### src/design/lcps_pkg.sv
// Package for the line centroid PD steering block.
// Field widths, register map, reset values and shared types.
// No dependencies; used by every file in design/.
package lcps_pkg;

    localparam int PIXELS_DEF  = 320;

    localparam int SAMPLE_W    = 12;
    localparam int POS_W       = 10;
    localparam int OFFSET_W    = 10;
    localparam int GAIN_W      = 16;
    localparam int SPEED_W     = 16;
    localparam int TURN_W      = 23;
    localparam int ERR_W       = 12;
    localparam int CHG_W       = 13;
    localparam int ACC_W       = GAIN_W + 1 + CHG_W;
    localparam int DIV_W       = ACC_W - 1;
    localparam int DIVISOR_W   = 11;
    localparam int DIV_CNT_W   = $clog2(DIV_W);
    localparam int STEER_DIV   = 130;

    // x / 130 == (x * RECIP_130) >> RECIP_SH, exact for x below 2^30
    localparam int RECIP_W     = 29;
    localparam int RECIP_SH    = 36;
    localparam logic [RECIP_W-1:0] RECIP_130 = 29'd528611360;
    localparam int SCALE_W     = DIV_W + RECIP_W;

    localparam int S_TDATA_W   = 16;
    localparam int M_TDATA_W   = 56;
    localparam int TURN_LSB    = POS_W;
    localparam int SPEED_LSB   = TURN_LSB + TURN_W;
    localparam int M_USED_W    = SPEED_LSB + SPEED_W;

    localparam int CFG_IDX_W   = 3;
    localparam int CFG_DATA_W  = 16;

    typedef enum logic [CFG_IDX_W-1:0] {
        CFG_LIT_THRESHOLD = 3'd0,
        CFG_TARGET_CENTER = 3'd1,
        CFG_CENTER_OFFSET = 3'd2,
        CFG_PROP_GAIN     = 3'd3,
        CFG_DERIV_GAIN    = 3'd4,
        CFG_CRUISE_SPEED  = 3'd5
    } cfg_idx_t;

    localparam logic [SAMPLE_W-1:0] THRESHOLD_RST = 12'd41;
    localparam logic [POS_W-1:0]    TARGET_RST    = 10'd144;
    localparam logic [OFFSET_W-1:0] OFFSET_RST    = 10'd0;
    localparam logic [GAIN_W-1:0]   PROP_RST      = 16'd51;
    localparam logic [GAIN_W-1:0]   DERIV_RST     = 16'd26;
    localparam logic [SPEED_W-1:0]  SPEED_RST     = 16'd128;

    typedef struct packed {
        logic busy;
        logic done;
    } div_stat_t;

endpackage

### src/design/line_centroid_pd_steering.sv
// Line sensor centroid and PD steering, top level.
// Depends on lcps_pkg and lcps_divider.
//
//  channel | ports                          | carries
//  --------+--------------------------------+-----------------------------------
//  pixel   | s_tvalid s_tready s_tdata s_tlast | sample, frame_end on tlast
//  result  | m_tvalid m_tready m_tdata m_tuser | position, turn, speed; stopped
//  config  | cfg_valid cfg_ready cfg_index cfg_data | register writes, always ready
//
// The frame_end transaction starts a back-end pass: the centroid on the
// bit-serial divider, then error, P and D products on one shared multiplier,
// sum, magnitude, reciprocal multiply for the divide by 130 and sign. With no
// lit pixel the divider is not started; a zero centroid ends the pass after
// the divide. s_tready is low during that pass and while the previous result
// still sits unread in the output register. Reset is synchronous.
module line_centroid_pd_steering
    import lcps_pkg::*;
#(
    parameter int PIXELS = PIXELS_DEF
) (
    input  logic                  aclk,
    input  logic                  aresetn,
    input  logic                  s_tvalid,
    output logic                  s_tready,
    input  logic [S_TDATA_W-1:0]  s_tdata,   // [11:0] sample, rest zero
    input  logic                  s_tlast,
    output logic                  m_tvalid,
    input  logic                  m_tready,
    output logic [M_TDATA_W-1:0]  m_tdata,   // [9:0] line_position, [32:10] turn_rate,
                                             // [48:33] drive_speed, rest zero
    output logic                  m_tuser,   // [0] stopped
    input  logic                  cfg_valid,
    output logic                  cfg_ready,
    input  logic [CFG_IDX_W-1:0]  cfg_index,
    input  logic [CFG_DATA_W-1:0] cfg_data
);

    localparam int IDX_W = $clog2(PIXELS + 1);
    localparam int SUM_W = $clog2(PIXELS * (PIXELS - 1) / 2 + 1);

    typedef enum logic [10:0] {
        ST_PIX    = 11'b00000000001,
        ST_CSTART = 11'b00000000010,
        ST_CWAIT  = 11'b00000000100,
        ST_ERR    = 11'b00000001000,
        ST_MULP   = 11'b00000010000,
        ST_MULD   = 11'b00000100000,
        ST_SUM    = 11'b00001000000,
        ST_ABS    = 11'b00010000000,
        ST_SCALE  = 11'b00100000000,
        ST_SIGN   = 11'b01000000000,
        ST_DONE   = 11'b10000000000
    } state_t;

    state_t state_reg, state_next;

    logic [SAMPLE_W-1:0] thr_reg;
    logic [POS_W-1:0]    target_reg;
    logic [OFFSET_W-1:0] offset_reg;
    logic [GAIN_W-1:0]   prop_reg;
    logic [GAIN_W-1:0]   deriv_reg;
    logic [SPEED_W-1:0]  speed_reg;

    logic [IDX_W-1:0]    idx_reg;
    logic [IDX_W-1:0]    cnt_reg;
    logic [SUM_W-1:0]    sum_reg;
    logic [IDX_W-1:0]    fcnt_reg;
    logic [SUM_W-1:0]    fsum_reg;
    logic signed [CHG_W-1:0] prev_reg;

    logic [POS_W-1:0]        centroid_reg;
    logic signed [ERR_W-1:0] err_reg;
    logic signed [CHG_W-1:0] chg_reg;
    logic signed [ACC_W-1:0] acc_reg;
    logic signed [ACC_W-1:0] prod_reg;
    logic                    neg_reg;
    logic signed [TURN_W-1:0] turn_reg;
    logic                    stop_reg;

    logic                m_valid_reg;
    logic [POS_W-1:0]    pos_out_reg;
    logic [TURN_W-1:0]   turn_out_reg;
    logic [SPEED_W-1:0]  speed_out_reg;
    logic                stop_out_reg;

    logic                pix_acc;
    logic                in_range;
    logic                lit;
    logic [IDX_W-1:0]    cnt_upd;
    logic [SUM_W-1:0]    sum_upd;

    logic signed [GAIN_W:0]  mul_a;
    logic signed [CHG_W-1:0] mul_b;
    logic signed [ACC_W-1:0] mul_p;
    logic signed [ACC_W-1:0] acc_mag;
    logic signed [ERR_W-1:0] err_calc;
    logic [SCALE_W-1:0]      scale_p;

    logic                 div_start;
    logic [DIV_W-1:0]     div_dividend;
    logic [DIVISOR_W-1:0] div_divisor;
    logic [DIV_W-1:0]     div_quotient;
    div_stat_t            div_stat;
    logic                 out_free;

    assign s_tready  = state_reg == ST_PIX;
    assign cfg_ready = 1'b1;
    assign pix_acc   = s_tvalid && s_tready;
    assign in_range  = idx_reg < IDX_W'(PIXELS);
    assign lit       = in_range && (s_tdata[SAMPLE_W-1:0] > thr_reg);
    assign cnt_upd   = lit ? cnt_reg + 1'b1 : cnt_reg;
    assign sum_upd   = lit ? sum_reg + SUM_W'(idx_reg) : sum_reg;
    assign out_free  = !m_valid_reg || m_tready;

    // shared multiplier: P term, then D term
    assign mul_a = (state_reg == ST_MULP) ? $signed({1'b0, prop_reg})
                                          : $signed({1'b0, deriv_reg});
    assign mul_b = (state_reg == ST_MULP) ? CHG_W'(err_reg) : chg_reg;
    assign mul_p = mul_a * mul_b;

    assign acc_mag  = acc_reg[ACC_W-1] ? -acc_reg : acc_reg;
    assign err_calc = $signed({2'b00, target_reg}) - $signed({2'b00, centroid_reg})
                      + ERR_W'(signed'(offset_reg));
    assign scale_p  = SCALE_W'(prod_reg[DIV_W-1:0]) * SCALE_W'(RECIP_130);

    assign div_start    = (state_reg == ST_CSTART) && (fcnt_reg != '0);
    assign div_dividend = DIV_W'(fsum_reg);
    assign div_divisor  = DIVISOR_W'(fcnt_reg);

    lcps_divider u_div (
        .aclk     (aclk),
        .aresetn  (aresetn),
        .start    (div_start),
        .dividend (div_dividend),
        .divisor  (div_divisor),
        .quotient (div_quotient),
        .status   (div_stat)
    );

    always_comb begin
        state_next = state_reg;
        case (state_reg)
            ST_PIX:    if (pix_acc && s_tlast) state_next = ST_CSTART;
            ST_CSTART: state_next = (fcnt_reg == '0) ? ST_DONE : ST_CWAIT;
            ST_CWAIT: begin
                if (div_stat.done) begin
                    state_next = (div_quotient == '0) ? ST_DONE : ST_ERR;
                end
            end
            ST_ERR:    state_next = ST_MULP;
            ST_MULP:   state_next = ST_MULD;
            ST_MULD:   state_next = ST_SUM;
            ST_SUM:    state_next = ST_ABS;
            ST_ABS:    state_next = ST_SCALE;
            ST_SCALE:  state_next = ST_SIGN;
            ST_SIGN:   state_next = ST_DONE;
            ST_DONE:   if (out_free) state_next = ST_PIX;
            default:   state_next = ST_PIX;
        endcase
    end

    always_ff @(posedge aclk) begin
        if (!aresetn) begin
            state_reg   <= ST_PIX;
            thr_reg     <= THRESHOLD_RST;
            target_reg  <= TARGET_RST;
            offset_reg  <= OFFSET_RST;
            prop_reg    <= PROP_RST;
            deriv_reg   <= DERIV_RST;
            speed_reg   <= SPEED_RST;
            idx_reg     <= '0;
            cnt_reg     <= '0;
            sum_reg     <= '0;
            prev_reg    <= '0;
            m_valid_reg <= 1'b0;
        end else begin
            state_reg <= state_next;
            if (cfg_valid && cfg_ready) begin
                case (cfg_index)
                    CFG_LIT_THRESHOLD: thr_reg    <= cfg_data[SAMPLE_W-1:0];
                    CFG_TARGET_CENTER: target_reg <= cfg_data[POS_W-1:0];
                    CFG_CENTER_OFFSET: offset_reg <= cfg_data[OFFSET_W-1:0];
                    CFG_PROP_GAIN:     prop_reg   <= cfg_data[GAIN_W-1:0];
                    CFG_DERIV_GAIN:    deriv_reg  <= cfg_data[GAIN_W-1:0];
                    CFG_CRUISE_SPEED:  speed_reg  <= cfg_data[SPEED_W-1:0];
                    default: ;
                endcase
            end
            if (pix_acc) begin
                if (s_tlast) begin
                    idx_reg <= '0;
                    cnt_reg <= '0;
                    sum_reg <= '0;
                end else begin
                    cnt_reg <= cnt_upd;
                    sum_reg <= sum_upd;
                    if (in_range) idx_reg <= idx_reg + 1'b1;
                end
            end
            if (state_reg == ST_SUM) prev_reg <= CHG_W'(err_reg);
            if ((state_reg == ST_DONE) && out_free) begin
                m_valid_reg <= 1'b1;
            end else if (m_tready) begin
                m_valid_reg <= 1'b0;
            end
        end
    end

    always_ff @(posedge aclk) begin
        if (pix_acc && s_tlast) begin
            fcnt_reg <= cnt_upd;
            fsum_reg <= sum_upd;
        end
        case (state_reg)
            ST_CSTART: begin
                centroid_reg <= '0;
                stop_reg     <= 1'b1;
            end
            ST_CWAIT: begin
                centroid_reg <= div_quotient[POS_W-1:0];
                stop_reg     <= div_quotient == '0;
            end
            ST_ERR:  err_reg <= err_calc;
            ST_MULP: begin
                acc_reg <= mul_p;
                chg_reg <= CHG_W'(err_reg) - prev_reg;
            end
            ST_MULD: prod_reg <= mul_p;
            ST_SUM:  acc_reg  <= acc_reg + prod_reg;
            ST_ABS: begin
                neg_reg  <= acc_reg[ACC_W-1];
                prod_reg <= acc_mag;
            end
            ST_SCALE: turn_reg <= signed'({1'b0, scale_p[RECIP_SH +: TURN_W-1]});
            ST_SIGN:  turn_reg <= neg_reg ? -turn_reg : turn_reg;
            ST_DONE: begin
                if (out_free) begin
                    pos_out_reg   <= centroid_reg;
                    turn_out_reg  <= stop_reg ? '0 : turn_reg;
                    speed_out_reg <= stop_reg ? '0 : speed_reg;
                    stop_out_reg  <= stop_reg;
                end
            end
            default: ;
        endcase
    end

    assign m_tvalid = m_valid_reg;
    assign m_tdata  = {{(M_TDATA_W - M_USED_W){1'b0}}, speed_out_reg, turn_out_reg,
                       pos_out_reg};
    assign m_tuser  = stop_out_reg;

endmodule

### src/design/lcps_divider.sv
// Bit-serial restoring divider, one quotient bit per cycle.
// Used for the centroid division.
// Depends on lcps_pkg.
module lcps_divider
    import lcps_pkg::*;
(
    input  logic                 aclk,
    input  logic                 aresetn,
    input  logic                 start,
    input  logic [DIV_W-1:0]     dividend,
    input  logic [DIVISOR_W-1:0] divisor,
    output logic [DIV_W-1:0]     quotient,
    output div_stat_t            status
);

    logic [DIV_CNT_W-1:0] cnt_reg;
    logic                 busy_reg;
    logic                 done_reg;
    logic [DIVISOR_W-1:0] rem_reg;
    logic [DIV_W-1:0]     quo_reg;
    logic [DIVISOR_W-1:0] dsr_reg;

    logic [DIVISOR_W:0]   shifted;
    logic [DIVISOR_W:0]   diff;
    logic                 fits;
    logic                 last_step;

    assign shifted   = {rem_reg, quo_reg[DIV_W-1]};
    assign fits      = shifted >= {1'b0, dsr_reg};
    assign diff      = shifted - {1'b0, dsr_reg};
    assign last_step = cnt_reg == DIV_CNT_W'(DIV_W - 1);

    always_ff @(posedge aclk) begin
        if (!aresetn) begin
            busy_reg <= 1'b0;
            done_reg <= 1'b0;
            cnt_reg  <= '0;
        end else begin
            done_reg <= 1'b0;
            if (start) begin
                busy_reg <= 1'b1;
                cnt_reg  <= '0;
            end else if (busy_reg) begin
                cnt_reg <= cnt_reg + 1'b1;
                if (last_step) begin
                    busy_reg <= 1'b0;
                    done_reg <= 1'b1;
                end
            end
        end
    end

    always_ff @(posedge aclk) begin
        if (start) begin
            quo_reg <= dividend;
            rem_reg <= '0;
            dsr_reg <= divisor;
        end else if (busy_reg) begin
            quo_reg <= {quo_reg[DIV_W-2:0], fits};
            rem_reg <= fits ? diff[DIVISOR_W-1:0] : shifted[DIVISOR_W-1:0];
        end
    end

    assign quotient    = quo_reg;
    assign status.busy = busy_reg;
    assign status.done = done_reg;

endmodule

### config.mk
export PLATFORM = sky130hd
export DESIGN_NAME = line_centroid_pd_steering
export DESIGN_NICKNAME = d
export VERILOG_FILES = /design/src/design/lcps_pkg.sv /design/src/design/line_centroid_pd_steering.sv /design/src/design/lcps_divider.sv
export SDC_FILE = /design/constraint.sdc
export NUM_CORES = 2
export LEC_CHECK = 0
export ABC_AREA = 0
export BUFFER_PORTS_ARGS = -buffer_cell sky130_fd_sc_hd__buf_2
export CAP_MARGIN = 40
export CORE_MARGIN = 3
export CORE_UTILIZATION = 40
export CTS_CLUSTER_SIZE = 14
export DETAILED_ROUTE_END_ITERATION = 8
export GPL_TIMING_DRIVEN = 1
export PLACE_DENSITY = 0.54
export SETUP_SLACK_MARGIN = 0.5
export SYNTH_ARGS = -nofsm -noshare
export SYNTH_HDL_FRONTEND = slang
export SYNTH_SLANG_ARGS = --single-unit
### constraint.sdc
create_clock -name aclk -period 9.52 [get_ports aclk]
set_clock_uncertainty 0.15 [all_clocks]
set_input_delay 1.428 -clock aclk [delete_from_list [all_inputs] [get_ports aclk]]
set_output_delay 1.428 -clock aclk [all_outputs]
set_load 0.02 [all_outputs]
== Word-level counts from Yosys, hierarchy flattened ==
Cells that the tools add are included.
Widths: inputs -> output; s select.

* Add/subtract/negate cells: 11
* Multiply operators: 2
* Order comparisons: 3
* Eq/ne operators: 21
* Mux-type cells: 30
* Bitwise operators: 2
* Reduce and logical (&&, ||, !) cells: 30

{| class="wikitable"
|+ Operator list
! operator !! number
|-
| $pmux 11 s11 || 1
|-
| $pmux 30 s2 || 2
|-
| $mux 16 || 5
|-
| $mux 11 || 6
|-
| $mul 29x24->53 const B || 1
|-
| $pmux 23 s2 || 1
|-
| $mux 9 || 4
|-
| $add 30x30->30 || 1
|-
| $mul 17x13->30 || 1
|-
| $mux 30 || 1
|-
| $neg 30->30 || 1
|-
| $logic_not 29->1 || 1
|-
| $mux 23 || 1
|-
| $neg 23->23 || 1
|-
| $pmux 10 s2 || 1
|-
| $add 9x1->9 const B || 2
|-
| $reduce_and 2->1 || 9
|-
| $add 16x9->16 || 1
|-
| $reduce_bool 2->1 || 7
|-
| $mux 13 || 1
|-
| $sub 12x12->13 || 1
|-
| $add 11x10->12 || 1
|-
| $ge 12x9->1 || 1
|-
| $gt 12x12->1 || 1
|-
| 33 further kinds || 47
|}

* Register bits after elaboration: 389
* Input port bits: 41
* Output and inout port bits: 60
* Word-level logic and storage cells: 132

== Logic depth before layout (Yosys ltp) ==
* Depth after elaboration: 5
* Gate-level depth with buffers: 29

== Hierarchy ==
Synthesis repeated with hierarchy kept, for this count alone.

* Cell total of the unflattened synthesis: 3698
* Area, all modules: 36068.3 sq um

{| class="wikitable"
|+ By module, submodules not included
! module !! times used !! cells each !! area each (sq um)
|-
| line_centroid_pd_steering || 1 || 3429 || 32942.8
|-
| lcps_divider || 1 || 269 || 3125.5
|}

== Worst setup path before layout ==
OpenSTA, ideal clock, no wires.

* Path kind: register -> register
* From: register state_reg[10]
* To: register prod_reg[28], data pin
* Arrival: 7.363 ns
* Path slack: 1.740 ns
* Cell stages (with the launch flop): 28
* Buffers on the path: 3
* Clock period less this slack: 7.780 ns
* Path through: dfxtp_1 > nor4_1 > nand4b_1 > nor3b_1 > buf_1 > buf_2 > mux2i_1 > nor2_1 > fa_1 > inv_1 > fa_1 > inv_1 > fa_1 > fa_1 > fa_1 > inv_1 > fa_1 > inv_1 > ha_1 > clkbuf_1 > and3_1 > a21oi_1 > o211ai_1 > and3_1 > a211o_1 > a311oi_1 > xor2_1 > o21ai_0

* Longest elaborated chain between the ends: 4
* Elaborated cells between the ends (all ways): 7
* Classes of those cells: mul: 1; eq/ne: 3; mux: 3

{| class="wikitable"
|+ RTL lines
! what !! RTL line !! source
|-
| from (decl) || line_centroid_pd_steering.sv:55 || <nowiki>state_t state_reg, state_next;</nowiki>
|-
| from (signal assigned) || line_centroid_pd_steering.sv:177 || <nowiki>state_reg <= state_next;</nowiki>
|-
| $eq 11x5->1 || line_centroid_pd_steering.sv:116, line_centroid_pd_steering.sv:118 ||
|-
| $mux 16 / $mux 13 (equally long branches) || line_centroid_pd_steering.sv:116, line_centroid_pd_steering.sv:118 ||
|-
| $mul 17x13->30 || line_centroid_pd_steering.sv:119 || <nowiki>assign mul_p = mul_a * mul_b;</nowiki>
|-
| $pmux 30 s2 * || line_centroid_pd_steering.sv:214 || <nowiki>case (state_reg)</nowiki>
|-
| to (signal assigned) || line_centroid_pd_steering.sv:228 || <nowiki>ST_MULD: prod_reg <= mul_p;</nowiki>
|-
| to (signal assigned) || line_centroid_pd_steering.sv:232 || <nowiki>prod_reg <= acc_mag;</nowiki>
|-
| to (decl) || line_centroid_pd_steering.sv:75 || <nowiki>logic signed [ACC_W-1:0] prod_reg;</nowiki>
|}

Mark *: on every way between the ends. The rest lies on a longest branch, timed or not.
A chain may end at the register's enable or synchronous reset.

== Worst setup path after layout ==
* From: register state_reg[3]
* To: register acc_reg[27], data pin

* Longest elaborated chain between the ends: 4
* Elaborated cells between the ends (all ways): 6
* Classes of those cells: mul: 1; eq/ne: 2; mux: 3

{| class="wikitable"
|+ RTL lines
! what !! RTL line !! source
|-
| $eq 11x5->1 || line_centroid_pd_steering.sv:116, line_centroid_pd_steering.sv:118, line_centroid_pd_steering.sv:214 ||
|-
| $mux 16 / $mux 13 (equally long branches) || line_centroid_pd_steering.sv:116, line_centroid_pd_steering.sv:118 ||
|-
| $mul 17x13->30 || line_centroid_pd_steering.sv:119 ||
|-
| $pmux 30 s2 * || line_centroid_pd_steering.sv:214 ||
|-
| to (signal assigned) || line_centroid_pd_steering.sv:225 || <nowiki>acc_reg <= mul_p;</nowiki>
|-
| to (signal assigned) || line_centroid_pd_steering.sv:229 || <nowiki>ST_SUM: acc_reg <= acc_reg + prod_reg;</nowiki>
|-
| to (decl) || line_centroid_pd_steering.sv:74 || <nowiki>logic signed [ACC_W-1:0] acc_reg;</nowiki>
|}

Marked as above.

==> reports/results.txt <==
Max Clk Rate = 0.117 GHz
Slew margin rel. = 0.403
1st-iter DRT viols = 1,377
Endpoint class of the critical path = flip-flop
First-pass GRT wire length = 141,000 um
Final GP Congestion = 0.888
Status = finished, final reports clean
Starting Density = 0.404
Hold WC Path Type = reg -> reg
Post-route ant nets = 0
Max Slew Vio Count = 0
TritonCTS Sinks = 389
Htree depth = 2
Pint = 3.32 mW
Most common cell on crit path = fa_1
#FFs+latches synth = 389
Crit path required time = 9.69 ns
Slowest stage delay, CP = 0.71 ns
Routed WL per cell = 17.6 um
Netlist cell types = 77
Net load switching power = 1.34 mW
Total leakage power = 17.3 nW
Comb pwr share = 0.184
Num rows = 108
Post-route DRC = 0
Vias in the first global route = 25.6k
Clk pwr share = 0.401
Hold buffers post-CTS = 0
Most frequent cells in the layout = nand2_1 (566), inv_1 (448), ha_1 (391)
Die height = 303 um
Seq/Total Area, Yosys = 0.284
Die area = 0.0916 mm2
Most common flop cell mapped by yosys = edfxtp_1
WL final = 87,000 um
Mapped Area = 0.0352 mm2
Initial antenna violation count = 2
RSZ-0062 raised after global routing = no
Final HPWL DP = 69,100 um
Synthesis-to-finish area growth = 9.92%
Slew at the pin closest to its max-slew limit = 0.892 ns
Top delay family on crit path = adder cells
Nets = 4,552
Max clock buf depth = 3
Share of cells above drive strength 1 = 0.0645
Die span in x = 303 um
Core region area = 0.0870 mm2
Port bufs = 88
Via count = 25.2k
Synth Instances = 3,692
# setup viols final = 0
EDFF count, synth = 220
Fin Setup TNS = 0 ns
Clk_lat worst skew = 0.62 ns
# Post-CTS Setup Buffers = 0
Async set-or-reset flop fraction in the synthesized netlist = 0
I/O pin cnt = 101
Power Density = 121 mW/mm2
Kind of critical path = reg -> reg
Clock root buffer = clkbuf_16
1st-pass router iterations = 5
Max VDD drop = 0.161 mV
YS warnings = 0
Buf/Inv on CP = 3
Post-layout min period = 8.53 ns
Cts repair resizes = 0
Vias/cell = 5.09
Startpoint class of the critical path = flip-flop
CTS tree = yes
Grt ovf = 0
Maximum Capacitance Violations = 0
Slowest CP cell = mux2i_1
Gr usage total = 0.194
Critical path fanouts, max = 8
Largest net degree at the start of global routing = 79
Final worst path period share = 0.896
Commonest non-fill, non-tap cell in the layout = nand2_1
Number of CTS-inserted buffers = 46
Clock transition at path regs = 0.06 ns
DP Area = 0.0370 mm2
Avg Cell Area, Syn = 9.53 um2
Signal arrival time at the worst endpoint = 8.70 ns
Cells along the critical path = nor4_2 -> nand4b_1 -> nor3b_2 -> buf_4 -> mux2i_1 -> nor2_1 -> fa_1 -> inv_1 -> fa_1 -> inv_1 -> fa_1 -> fa_1 -> fa_1 -> ha_1 -> ha_1 -> nand4_1 -> a211oi_1 -> nor2_1 -> o32ai_1 -> o41ai_1 -> xnor2_1 -> nand2_1 -> o21ai_0
Net Sw Frac = 0.288
Post-route cell area = 0.0387 mm2
Flop pwr share = 0.414
Final Hold Vio Count = 0
==> power groups by stage <==
stage | Combinational [mW] | Sequential (mW) | Clock, mW
final | 0.861 | 1.93 | 1.87
after detailed placement | 0.858 | 1.97 | 0
after global routing | 0.992 | 1.94 | 1.99
after CTS | 0.866 | 1.93 | 1.93
after global placement | 0.851 | 1.97 | 0
after floorplan | 0.655 | 1.95 | 0
==> path summary, 6_finish.rpt <==
kind	start	endpoint	slack, ns	cells after the start
worst max-delay path	state_reg[3]	acc_reg[27]	0.99	23
worst min-delay path	speed_reg[6]	speed_reg[6]	0.30	2
worst max register to register	state_reg[3]	acc_reg[27]	0.99	23
worst min register to register	speed_reg[6]	speed_reg[6]	0.30	2
==> cells in the mapped netlist (18+ instances only) <==
library cell  count  share of area
nand2_1         566          0.060
inv_1           449          0.048
ha_1            391           0.14
fa_1            357           0.20
nor2_1          253          0.027
edfxtp_1        220           0.19
a21oi_1         208          0.030
dfxtp_1         169          0.096
o21ai_0         133          0.019
clkbuf_1         96          0.010
xnor2_1          95          0.024
xor2_1           76          0.019
a21o_1           70          0.015
nand3_1          61         0.0087
nor2b_1          61          0.011
mux2i_1          59          0.017
nor3_1           34         0.0048
and3_1           32         0.0057
nand4_1          31         0.0055
and2_1           24         0.0043
nand2b_1         20         0.0036
o21a_1           18         0.0038
==> layer usage <==
layer	up-vias	track usage	share of wire
met3	80	0.0275	0.041
met2	374	0.325	0.48
met4	2	0.0406	0.018
met5	-	0	0.00014
li1	12500	-	-
met1	12200	0.268	0.47
==> logic make-up (layout without fill, tap and decap cells) <==
logic type / after synthesis / count (layout) / synth area share
xor gates and xnor gates: 171 / 171 / 0.0425
DFF: 389 / 389 / 0.284
adders and majority gates: 748 / 748 / 0.342
buffers and inverters: 563 / 666 / 0.0611
muxes: 68 / 68 / 0.0197
AOI/OAI and AO/OA: 588 / 588 / 0.103
and+or+nand+nor: 1163 / 1163 / 0.148
other: 2 / 9 / 0.000213
==> worst min-delay path, delay by kind of cell, from the launching register on <==
kind               cells  cell delay (ns)
and+or+nand+nor        1             0.05
DFF                    1             0.30
AOI/OAI and AO/OA      1             0.05
==> through the flow <==
stage / hold WS (ns) / setup slack, ns / utilization / instances / total power [mW]
global route: 0.307 / 0.605 / 0.445 / 4956 / 4.92
detailed placement: 0.284 / 0.752 / 0.426 / 4870 / 2.83
finish: 0.298 / 0.991 / 0.445 / 4957 / 4.67
CTS: 0.295 / 0.703 / 0.445 / 4956 / 4.73
global placement: 0.281 / 0.833 / 0.425 / 4864 / 2.82
floorplan: 0.276 / 1.74 / - / 3698 / 2.60
==> final cells by class <==
cell class | instances | area [um2]
flip-flops and latches | 389 | 9990
clock buffers | 51 | 1190
repair buffers | 130 | 803
well taps | 1155 | 1450
diodes | 1 | 2.50
fillers | 8570 | 48300
multi-input cells | 2746 | 23100
inverters | 450 | 1690
clock inverters | 35 | 447
Power figures use the tool's default switching activity.
